**src/dast_pkg.sv**
```systemverilog
package dast_pkg;

    // Address width follows from six address bytes.
    localparam int ADDR_BYTES = 6;
    localparam int ADDR_W     = 8 * ADDR_BYTES;
    localparam int KIND_W     = 2;
    localparam int STATUS_W   = 3;
    localparam int COUNT_W    = 5;
    localparam int OUT_DATA_W = 16;

    // Request kinds; the unused code behaves as a find.
    localparam logic [KIND_W-1:0] KIND_FIND   = 2'd0;
    localparam logic [KIND_W-1:0] KIND_ADD    = 2'd1;
    localparam logic [KIND_W-1:0] KIND_REMOVE = 2'd2;

    typedef enum logic [STATUS_W-1:0] {
        STATUS_FOUND   = 3'd0,
        STATUS_ABSENT  = 3'd1,
        STATUS_ADDED   = 3'd2,
        STATUS_ALREADY = 3'd3,
        STATUS_FULL    = 3'd4,
        STATUS_REMOVED = 3'd5
    } status_t;

    typedef enum logic [1:0] {
        ST_IDLE,
        ST_SCAN,
        ST_UPDATE,
        ST_DONE
    } state_t;

    // Packed so that status lands in the lowest bits of the output beat.
    typedef struct packed {
        logic [COUNT_W-1:0] entry_count;
        logic               present;
        status_t            status;
    } result_t;

    localparam int RESULT_W = $bits(result_t);

endpackage

```
**src/device_address_set_table.sv**
```systemverilog
// Device address set table: a set of 48-bit device addresses, no duplicates.
//
// Slave channel: one request per beat. s_tuser carries the kind (find, add,
// remove; the unused code acts as a find), s_tdata the device address.
// Master channel: one result beat per request with status, whether the
// address was held beforehand, and the number of valid entries afterwards.
//
// Each request walks all TABLE_DEPTH entries through one compare unit fed
// by the address RAM, one entry a cycle, each compared in the cycle after
// its registered read; it then writes back in UPDATE and hands the result
// over from DONE. No new request is taken until the last one has left DONE;
// s_tready is high only while the sequencer is idle.
//
// Reset clears all valid marks and the entry count at once; no clearing
// pass is needed, and addresses of never-written entries are never seen.
// A result beat sits in the output register until m_tready takes it; the
// next request is accepted meanwhile and holds in its final stage if the
// output register is still occupied when it finishes.
module device_address_set_table #(
    parameter int TABLE_DEPTH = 16
) (
    input  logic        clk,
    input  logic        rst_n,
    input  logic        s_tvalid,
    output logic        s_tready,
    input  logic [47:0] s_tdata,   // device_addr[47:0]
    input  logic [1:0]  s_tuser,   // kind[1:0]
    output logic        m_tvalid,
    input  logic        m_tready,
    output logic [15:0] m_tdata    // status[2:0], present[3], entry_count[8:4], zero[15:9]
);

    localparam int IDX_W = (TABLE_DEPTH > 1) ? $clog2(TABLE_DEPTH) : 1;

    logic                        ram_we;
    logic [IDX_W-1:0]            ram_waddr;
    logic [dast_pkg::ADDR_W-1:0] ram_wdata;
    logic [IDX_W-1:0]            ram_raddr;
    logic [dast_pkg::ADDR_W-1:0] ram_rdata;

    logic                        res_valid;
    logic                        res_ready;
    dast_pkg::result_t           res_data;

    logic                        out_valid_reg, out_valid_next;
    dast_pkg::result_t           out_data_reg, out_data_next;

    dast_ram #(
        .WIDTH (dast_pkg::ADDR_W),
        .DEPTH (TABLE_DEPTH)
    ) u_ram (
        .clk   (clk),
        .we    (ram_we),
        .waddr (ram_waddr),
        .wdata (ram_wdata),
        .raddr (ram_raddr),
        .rdata (ram_rdata)
    );

    dast_core #(
        .TABLE_DEPTH (TABLE_DEPTH)
    ) u_core (
        .clk       (clk),
        .rst_n     (rst_n),
        .in_valid  (s_tvalid),
        .in_ready  (s_tready),
        .in_kind   (s_tuser),
        .in_addr   (s_tdata),
        .ram_we    (ram_we),
        .ram_waddr (ram_waddr),
        .ram_wdata (ram_wdata),
        .ram_raddr (ram_raddr),
        .ram_rdata (ram_rdata),
        .res_valid (res_valid),
        .res_ready (res_ready),
        .res_data  (res_data)
    );

    // Take a new result whenever the output register is empty or draining.
    assign res_ready = !out_valid_reg || m_tready;

    always_comb
    begin
        out_valid_next = out_valid_reg;
        out_data_next  = out_data_reg;
        if (res_ready)
        begin
            out_valid_next = res_valid;
            if (res_valid)
            begin
                out_data_next = res_data;
            end
        end
    end

    always_ff @(posedge clk or negedge rst_n)
    begin
        if (!rst_n)
        begin
            out_valid_reg <= 1'b0;
        end
        else
        begin
            out_valid_reg <= out_valid_next;
        end
    end

    always_ff @(posedge clk)
    begin
        out_data_reg <= out_data_next;
    end

    assign m_tvalid = out_valid_reg;
    assign m_tdata  = {{(dast_pkg::OUT_DATA_W - dast_pkg::RESULT_W){1'b0}}, out_data_reg};

endmodule

```
**src/dast_ram.sv**
```systemverilog
module dast_ram #(
    parameter int WIDTH = 48,
    parameter int DEPTH = 16
) (
    input  logic                                     clk,
    input  logic                                     we,
    input  logic [(DEPTH > 1 ? $clog2(DEPTH) : 1)-1:0] waddr,
    input  logic [WIDTH-1:0]                         wdata,
    input  logic [(DEPTH > 1 ? $clog2(DEPTH) : 1)-1:0] raddr,
    output logic [WIDTH-1:0]                         rdata
);

    logic [WIDTH-1:0] mem [DEPTH];

    always_ff @(posedge clk)
    begin
        if (we)
        begin
            mem[waddr] <= wdata;
        end
        rdata <= mem[raddr];
    end

endmodule

```
**src/dast_core.sv**
```systemverilog
module dast_core #(
    parameter int TABLE_DEPTH = 16,
    localparam int IDX_W = (TABLE_DEPTH > 1) ? $clog2(TABLE_DEPTH) : 1,
    localparam int CNT_W = $clog2(TABLE_DEPTH + 1)
) (
    input  logic                          clk,
    input  logic                          rst_n,
    // request side
    input  logic                          in_valid,
    output logic                          in_ready,
    input  logic [dast_pkg::KIND_W-1:0]   in_kind,
    input  logic [dast_pkg::ADDR_W-1:0]   in_addr,
    // address store
    output logic                          ram_we,
    output logic [IDX_W-1:0]              ram_waddr,
    output logic [dast_pkg::ADDR_W-1:0]   ram_wdata,
    output logic [IDX_W-1:0]              ram_raddr,
    input  logic [dast_pkg::ADDR_W-1:0]   ram_rdata,
    // result side
    output logic                          res_valid,
    input  logic                          res_ready,
    output dast_pkg::result_t             res_data
);

    dast_pkg::state_t            state_reg, state_next;
    logic [dast_pkg::KIND_W-1:0] kind_reg, kind_next;
    logic [dast_pkg::ADDR_W-1:0] addr_reg, addr_next;
    logic [CNT_W-1:0]            issue_reg, issue_next;
    logic                        cmp_v_reg, cmp_v_next;
    logic [IDX_W-1:0]            cmp_idx_reg, cmp_idx_next;
    logic                        hit_reg, hit_next;
    logic [IDX_W-1:0]            hit_idx_reg, hit_idx_next;
    logic                        free_reg, free_next;
    logic [IDX_W-1:0]            free_idx_reg, free_idx_next;
    logic [TABLE_DEPTH-1:0]      valid_reg, valid_next;
    logic [CNT_W-1:0]            count_reg, count_next;
    dast_pkg::result_t           result_reg, result_next;

    logic                        issue_more;
    logic                        last_cmp;
    logic                        match;
    logic                        do_add;
    logic                        do_remove;
    logic [CNT_W+dast_pkg::COUNT_W-1:0] count_ext;

    assign issue_more = (issue_reg < CNT_W'(TABLE_DEPTH));
    assign last_cmp   = cmp_v_reg && (cmp_idx_reg == IDX_W'(TABLE_DEPTH - 1));
    assign match      = cmp_v_reg && valid_reg[cmp_idx_reg] && (ram_rdata == addr_reg);
    assign do_add     = (kind_reg == dast_pkg::KIND_ADD) && !hit_reg && free_reg;
    assign do_remove  = (kind_reg == dast_pkg::KIND_REMOVE) && hit_reg;

    // next state
    always_comb
    begin
        state_next = state_reg;
        unique case (state_reg)
            dast_pkg::ST_IDLE:   if (in_valid)  state_next = dast_pkg::ST_SCAN;
            dast_pkg::ST_SCAN:   if (last_cmp)  state_next = dast_pkg::ST_UPDATE;
            dast_pkg::ST_UPDATE: state_next = dast_pkg::ST_DONE;
            dast_pkg::ST_DONE:   if (res_ready) state_next = dast_pkg::ST_IDLE;
            default:             state_next = dast_pkg::ST_IDLE;
        endcase
    end

    // outputs
    always_comb
    begin
        in_ready  = (state_reg == dast_pkg::ST_IDLE);
        res_valid = (state_reg == dast_pkg::ST_DONE);
        res_data  = result_reg;
        ram_raddr = issue_reg[IDX_W-1:0];
        ram_we    = (state_reg == dast_pkg::ST_UPDATE) && do_add;
        ram_waddr = free_idx_reg;
        ram_wdata = addr_reg;
    end

    // datapath
    always_comb
    begin
        kind_next     = kind_reg;
        addr_next     = addr_reg;
        issue_next    = issue_reg;
        cmp_v_next    = 1'b0;
        cmp_idx_next  = cmp_idx_reg;
        hit_next      = hit_reg;
        hit_idx_next  = hit_idx_reg;
        free_next     = free_reg;
        free_idx_next = free_idx_reg;
        valid_next    = valid_reg;
        count_next    = count_reg;
        result_next   = result_reg;
        count_ext     = {{dast_pkg::COUNT_W{1'b0}}, count_reg};

        unique case (state_reg)
            dast_pkg::ST_IDLE:
            begin
                kind_next  = in_kind;
                addr_next  = in_addr;
                issue_next = '0;
                hit_next   = 1'b0;
                free_next  = 1'b0;
            end
            dast_pkg::ST_SCAN:
            begin
                // issue one read a cycle, compare the entry read the cycle before
                if (issue_more)
                begin
                    issue_next   = issue_reg + CNT_W'(1);
                    cmp_v_next   = 1'b1;
                    cmp_idx_next = issue_reg[IDX_W-1:0];
                end
                if (match)
                begin
                    hit_next     = 1'b1;
                    hit_idx_next = cmp_idx_reg;
                end
                if (cmp_v_reg && !valid_reg[cmp_idx_reg] && !free_reg)
                begin
                    free_next     = 1'b1;
                    free_idx_next = cmp_idx_reg;
                end
            end
            dast_pkg::ST_UPDATE:
            begin
                if (do_add)
                begin
                    valid_next[free_idx_reg] = 1'b1;
                    count_next               = count_reg + CNT_W'(1);
                end
                else if (do_remove)
                begin
                    valid_next[hit_idx_reg] = 1'b0;
                    count_next              = count_reg - CNT_W'(1);
                end
                count_ext           = {{dast_pkg::COUNT_W{1'b0}}, count_next};
                result_next.present = hit_reg;
                result_next.entry_count = count_ext[dast_pkg::COUNT_W-1:0];
                priority if (kind_reg == dast_pkg::KIND_ADD)
                begin
                    if (hit_reg)       result_next.status = dast_pkg::STATUS_ALREADY;
                    else if (free_reg) result_next.status = dast_pkg::STATUS_ADDED;
                    else               result_next.status = dast_pkg::STATUS_FULL;
                end
                else if (kind_reg == dast_pkg::KIND_REMOVE)
                begin
                    result_next.status = hit_reg ? dast_pkg::STATUS_REMOVED
                                                 : dast_pkg::STATUS_ABSENT;
                end
                else
                begin
                    result_next.status = hit_reg ? dast_pkg::STATUS_FOUND
                                                 : dast_pkg::STATUS_ABSENT;
                end
            end
            dast_pkg::ST_DONE:
            begin
            end
            default:
            begin
            end
        endcase
    end

    always_ff @(posedge clk or negedge rst_n)
    begin
        if (!rst_n)
        begin
            state_reg <= dast_pkg::ST_IDLE;
            cmp_v_reg <= 1'b0;
            valid_reg <= '0;
            count_reg <= '0;
        end
        else
        begin
            state_reg <= state_next;
            cmp_v_reg <= cmp_v_next;
            valid_reg <= valid_next;
            count_reg <= count_next;
        end
    end

    always_ff @(posedge clk)
    begin
        kind_reg     <= kind_next;
        addr_reg     <= addr_next;
        issue_reg    <= issue_next;
        cmp_idx_reg  <= cmp_idx_next;
        hit_reg      <= hit_next;
        hit_idx_reg  <= hit_idx_next;
        free_reg     <= free_next;
        free_idx_reg <= free_idx_next;
        result_reg   <= result_next;
    end

endmodule

```
**config.mk**
```make
export PLATFORM = sky130hd
export DESIGN_NAME = device_address_set_table
export DESIGN_NICKNAME = d
export VERILOG_FILES = /design/src/dast_pkg.sv /design/src/device_address_set_table.sv /design/src/dast_ram.sv /design/src/dast_core.sv
export SDC_FILE = /design/constraint.sdc
export NUM_CORES = 1
export LEC_CHECK = 0
export BUFFER_PORTS_ARGS = -buffer_cell sky130_fd_sc_hd__clkbuf_2
export CAP_MARGIN = 20
export CORE_ASPECT_RATIO = 1.5
export CORE_UTILIZATION = 40
export CTS_CLUSTER_DIAMETER = 80
export DETAILED_ROUTE_END_ITERATION = 10
export SYNTH_ARGS = -nofsm -noshare
export SYNTH_HDL_FRONTEND = slang
export SYNTH_SLANG_ARGS = --single-unit
```
**constraint.sdc**
```tcl
create_clock -name clk -period 6.3 [get_ports clk]
set_input_delay 0 -clock clk [delete_from_list [all_inputs] [get_ports clk]]
set_output_delay 0 -clock clk [all_outputs]
set_load 0.01 [all_outputs]
```
==> flow_summary_export.csv <==
group,metric,value,unit
layout,largest_register_ffs,768,
drt,drt-total-wl,72300,um
timing,hold_viol_final,0,
job,maxCapViolations,0,
timing,achievable-frequency,0.266,GHz
setup_path,critical_path.startpoint_type,"flip-flop",
floorplanning,design.core.area,86200,um2
placement,final_wtd_congestion,0.743,
power_and_ir_drop,p_total,0.0170,W
layout,antenna_cells,0,
global_routing,global_route.overflow_total,0,
drt,drtIter0Drc,1175,
synthesis,postSynthRegisterBits,928,
setup_path,crit_type,"flip-flop to flip-flop",
clock_tree,cts_tree,"yes",
layout,area_growth_from_synthesis_to_final_layout,14.6,%
layout,nNetsFinal,1696,
clock_tree,clkSinkCount,928,
floorplanning,die_area,88100,um2
synthesis,post_synthesis_cell_area,34800,um2
power_and_ir_drop,static-leakage-power,12.7,nW
floorplanning,initial_core_util,40.3,%
drt,drt.antenna.violating_nets,0,
drt,detail_route.vias_per_cell,5.35,
setup_path,slowest_stage,"nor2_4",
layout,layout_commonest_cell,"edfxtp_1",
clock_tree,worstSkewPairLatency,0.65,ns
clock_tree,htree_levels,3,
clock_tree,cts_inserted_buffers,83,
layout,drive_above_1_share,27.1,%
layout,final_cell_mix,"855 x edfxtp_1, 212 x mux4_2, 84 x clkbuf_16",
timing,drv_slew,0,
layout,top_register_by_number_of_flip_flops,"u_ram.mem",
hold_path,hp-start,"s_tdata[41]",
synthesis,synthDistinctLibCells,47,
timing,rsz0062_at_grt,"no",
setup_path,r2r-start,"u_core.state_reg[0]",
synthesis,synth-edff-count,855,
timing,timing.setup.tns,0,ns
setup_path,cp.arrival,4.03,ns
drt,wire_per_inst,25.4,um
setup_path,required_time_reported_for_the_critical_path_endpoint,6.57,ns
layout,utilization,46.2,%
timing,worstMarginPinSlew,1.12,ns
placement,post_dp_hpwl,39200,um
synthesis,postSynthCellCount,1453,
timing,timing.final.crit_period,3.75,ns
status,result_of_the_run,"completed",
layout,filler_cell_count,7097,
floorplanning,number_of_rows_in_the_core_area,132,
setup_path,crit_path_cell_trace,"inv_1 -> ha_1 -> nand2_1 -> or3_1 -> nor2_4 -> buf_4",
setup_path,setup.worst_path.end_class,"flip-flop",
global_routing,grt_pass1_wl,108000,um
global_routing,number_of_global_route_vias_before_repair,16100,
power_and_ir_drop,peakVddDrop,0.364,mV
setup_path,path_max_fanout,28,
synthesis,asyncSetResetFlopFracSynth,2.69,%
global_routing,antenna_violations_before_repair,1,
power_and_ir_drop,cell_pwr_density,427,nW/um2
timing,setup_viol,0,
drt,num_vias,15200,
drt,drt_drc_violations_left,0,
placement,io_buffers,64,
clock_tree,root_cell_of_the_clock_tree,"clkbuf_16",
floorplanning,die_w,243,um
synthesis,synth_area_per_cell,23.9,um2
hold_path,hp-class,"input pin to flip-flop",
synthesis,synth_sequential_area_ratio,78.4,%
drt,drt-pass1-iter-count,5,
setup_path,critical_path.max_stage_delay,0.75,ns
clock_tree,clk_transition_reported_paths,0.07,ns
global_routing,grt_start_max_net_pins,153,
floorplanning,floorplan.io_pins,72,
synthesis,synth_flop_cell,"edfxtp_1",
global_routing,overall_routing_resource_usage,16.7,%
timing,max_slew_margin,25.4,%
floorplanning,dieHeight,363,um
setup_path,cpLargestDelayFamily,"simple AND/OR/NAND/NOR gates",
clock_tree,cts-root-to-sink-buffers,3,
setup_path,path_buf_inv,2,
timing,timing.clock.skew,0.0272,ns
setup_path,crit_path_launch,"u_core.state_reg[0]",
timing,post-route-period-util,59.6,%
synthesis,yosysWarningCount,0,
## cells in the mapped netlist, drive strengths merged (2+ instances only)
cell type	number	area, um2
edfxtp	855	25700
mux4	244	5620
dfxtp	48	961
buf	44	352
xor2	33	289
nor2	27	101
dfrtp	25	626
xnor2	23	201
clkbuf	22	82.6
nand2	19	71.3
o21ai	11	55.1
nor4	10	62.6
inv	9	33.8
nand2b	9	56.3
nand4	8	50.1
ha	7	87.6
nand3	6	30.0
a21oi	5	25.0
nor3	5	25.0
o22a	5	43.8
o32a	5	50.1
mux2	4	45.0
o31ai	4	30.0
nor2b	3	18.8
or3	3	18.8
and2	2	12.5
mux2i	2	20.0
nor3b	2	15.0
o41ai	2	17.5
## logic make-up after synthesis
| family | count (synthesis) | synth area share, % |
|---|---|---|
| AOI/OAI and AO/OA | 36 | 0.727 |
| xor gates and xnor gates | 56 | 1.41 |
| adders and majority gates | 7 | 0.252 |
| buffers and inverters | 75 | 1.35 |
| DFF | 928 | 78.4 |
| muxes | 250 | 16.3 |
| other | 1 | 0.0108 |
| and+or+nand+nor | 100 | 1.48 |
## metrics by stage
step	instance area (um2)	hold slack, ns	std cells	setup WS [ns]
after floorplan	34800	-0.296	1459	1.04
after global placement	36500	0.0799	2632	2.35
after global routing	39800	0.0621	2842	2.27
after detailed placement	36600	0.0747	2634	2.48
final	39800	0.0684	2842	2.55
after CTS	39800	0.0359	2842	2.46
## what timing repair did
action	in CTS	in global routing
hold buffers	55	0
buffers inserted	0	0
endpoints found under the hold margin	78	0
resized for setup	0	0
## final timing paths
kind | to | slack [ns] | cells past startpoint
setup / recovery | u_ram.mem[4][45] | 2.55 | 6
hold / removal | u_core.ram_wdata[41] | 0.07 | 2
setup reg to reg | u_ram.mem[4][45] | 2.55 | 6
hold reg to reg | m_tdata[6] | 0.42 | 0
max in group asynchronous | u_core.cmp_v_reg | 5.73 | 4
min in group asynchronous | m_tvalid | 0.39 | 4
## worst reg2reg max path: cells and delay by family, from the launching register on
family        cells  cell delay, ns
simple gates      3            1.51
buf+inv           2            0.75
fa+ha+maj         1            0.71
flops             1            0.41
## layout make-up
cell class	instances	area [um2]	area share (%)
Clock inverter	41	469	1.18
Sequential cell	928	27300	68.4
Clock buffer	112	2250	5.64
Inverter	9	33.8	0.0848
Multi-Input combinational cell	456	7170	18.0
Tap cell	1139	1430	3.58
Timing Repair Buffer	157	1240	3.10
## per-layer routing
metal	wire length, um	GRT usage [%]
met5	0	0
met4	1900	5.98
met3	3190	2.41
met2	38700	29.9
met1	28500	20.7
## power breakdown
part,switching (W),internal (W)
combinational,0.00185,0.00187
sequential,0.000559,0.00764
clock,0.00222,0.00286
Note: power is estimated with default switching activity, not from simulation.
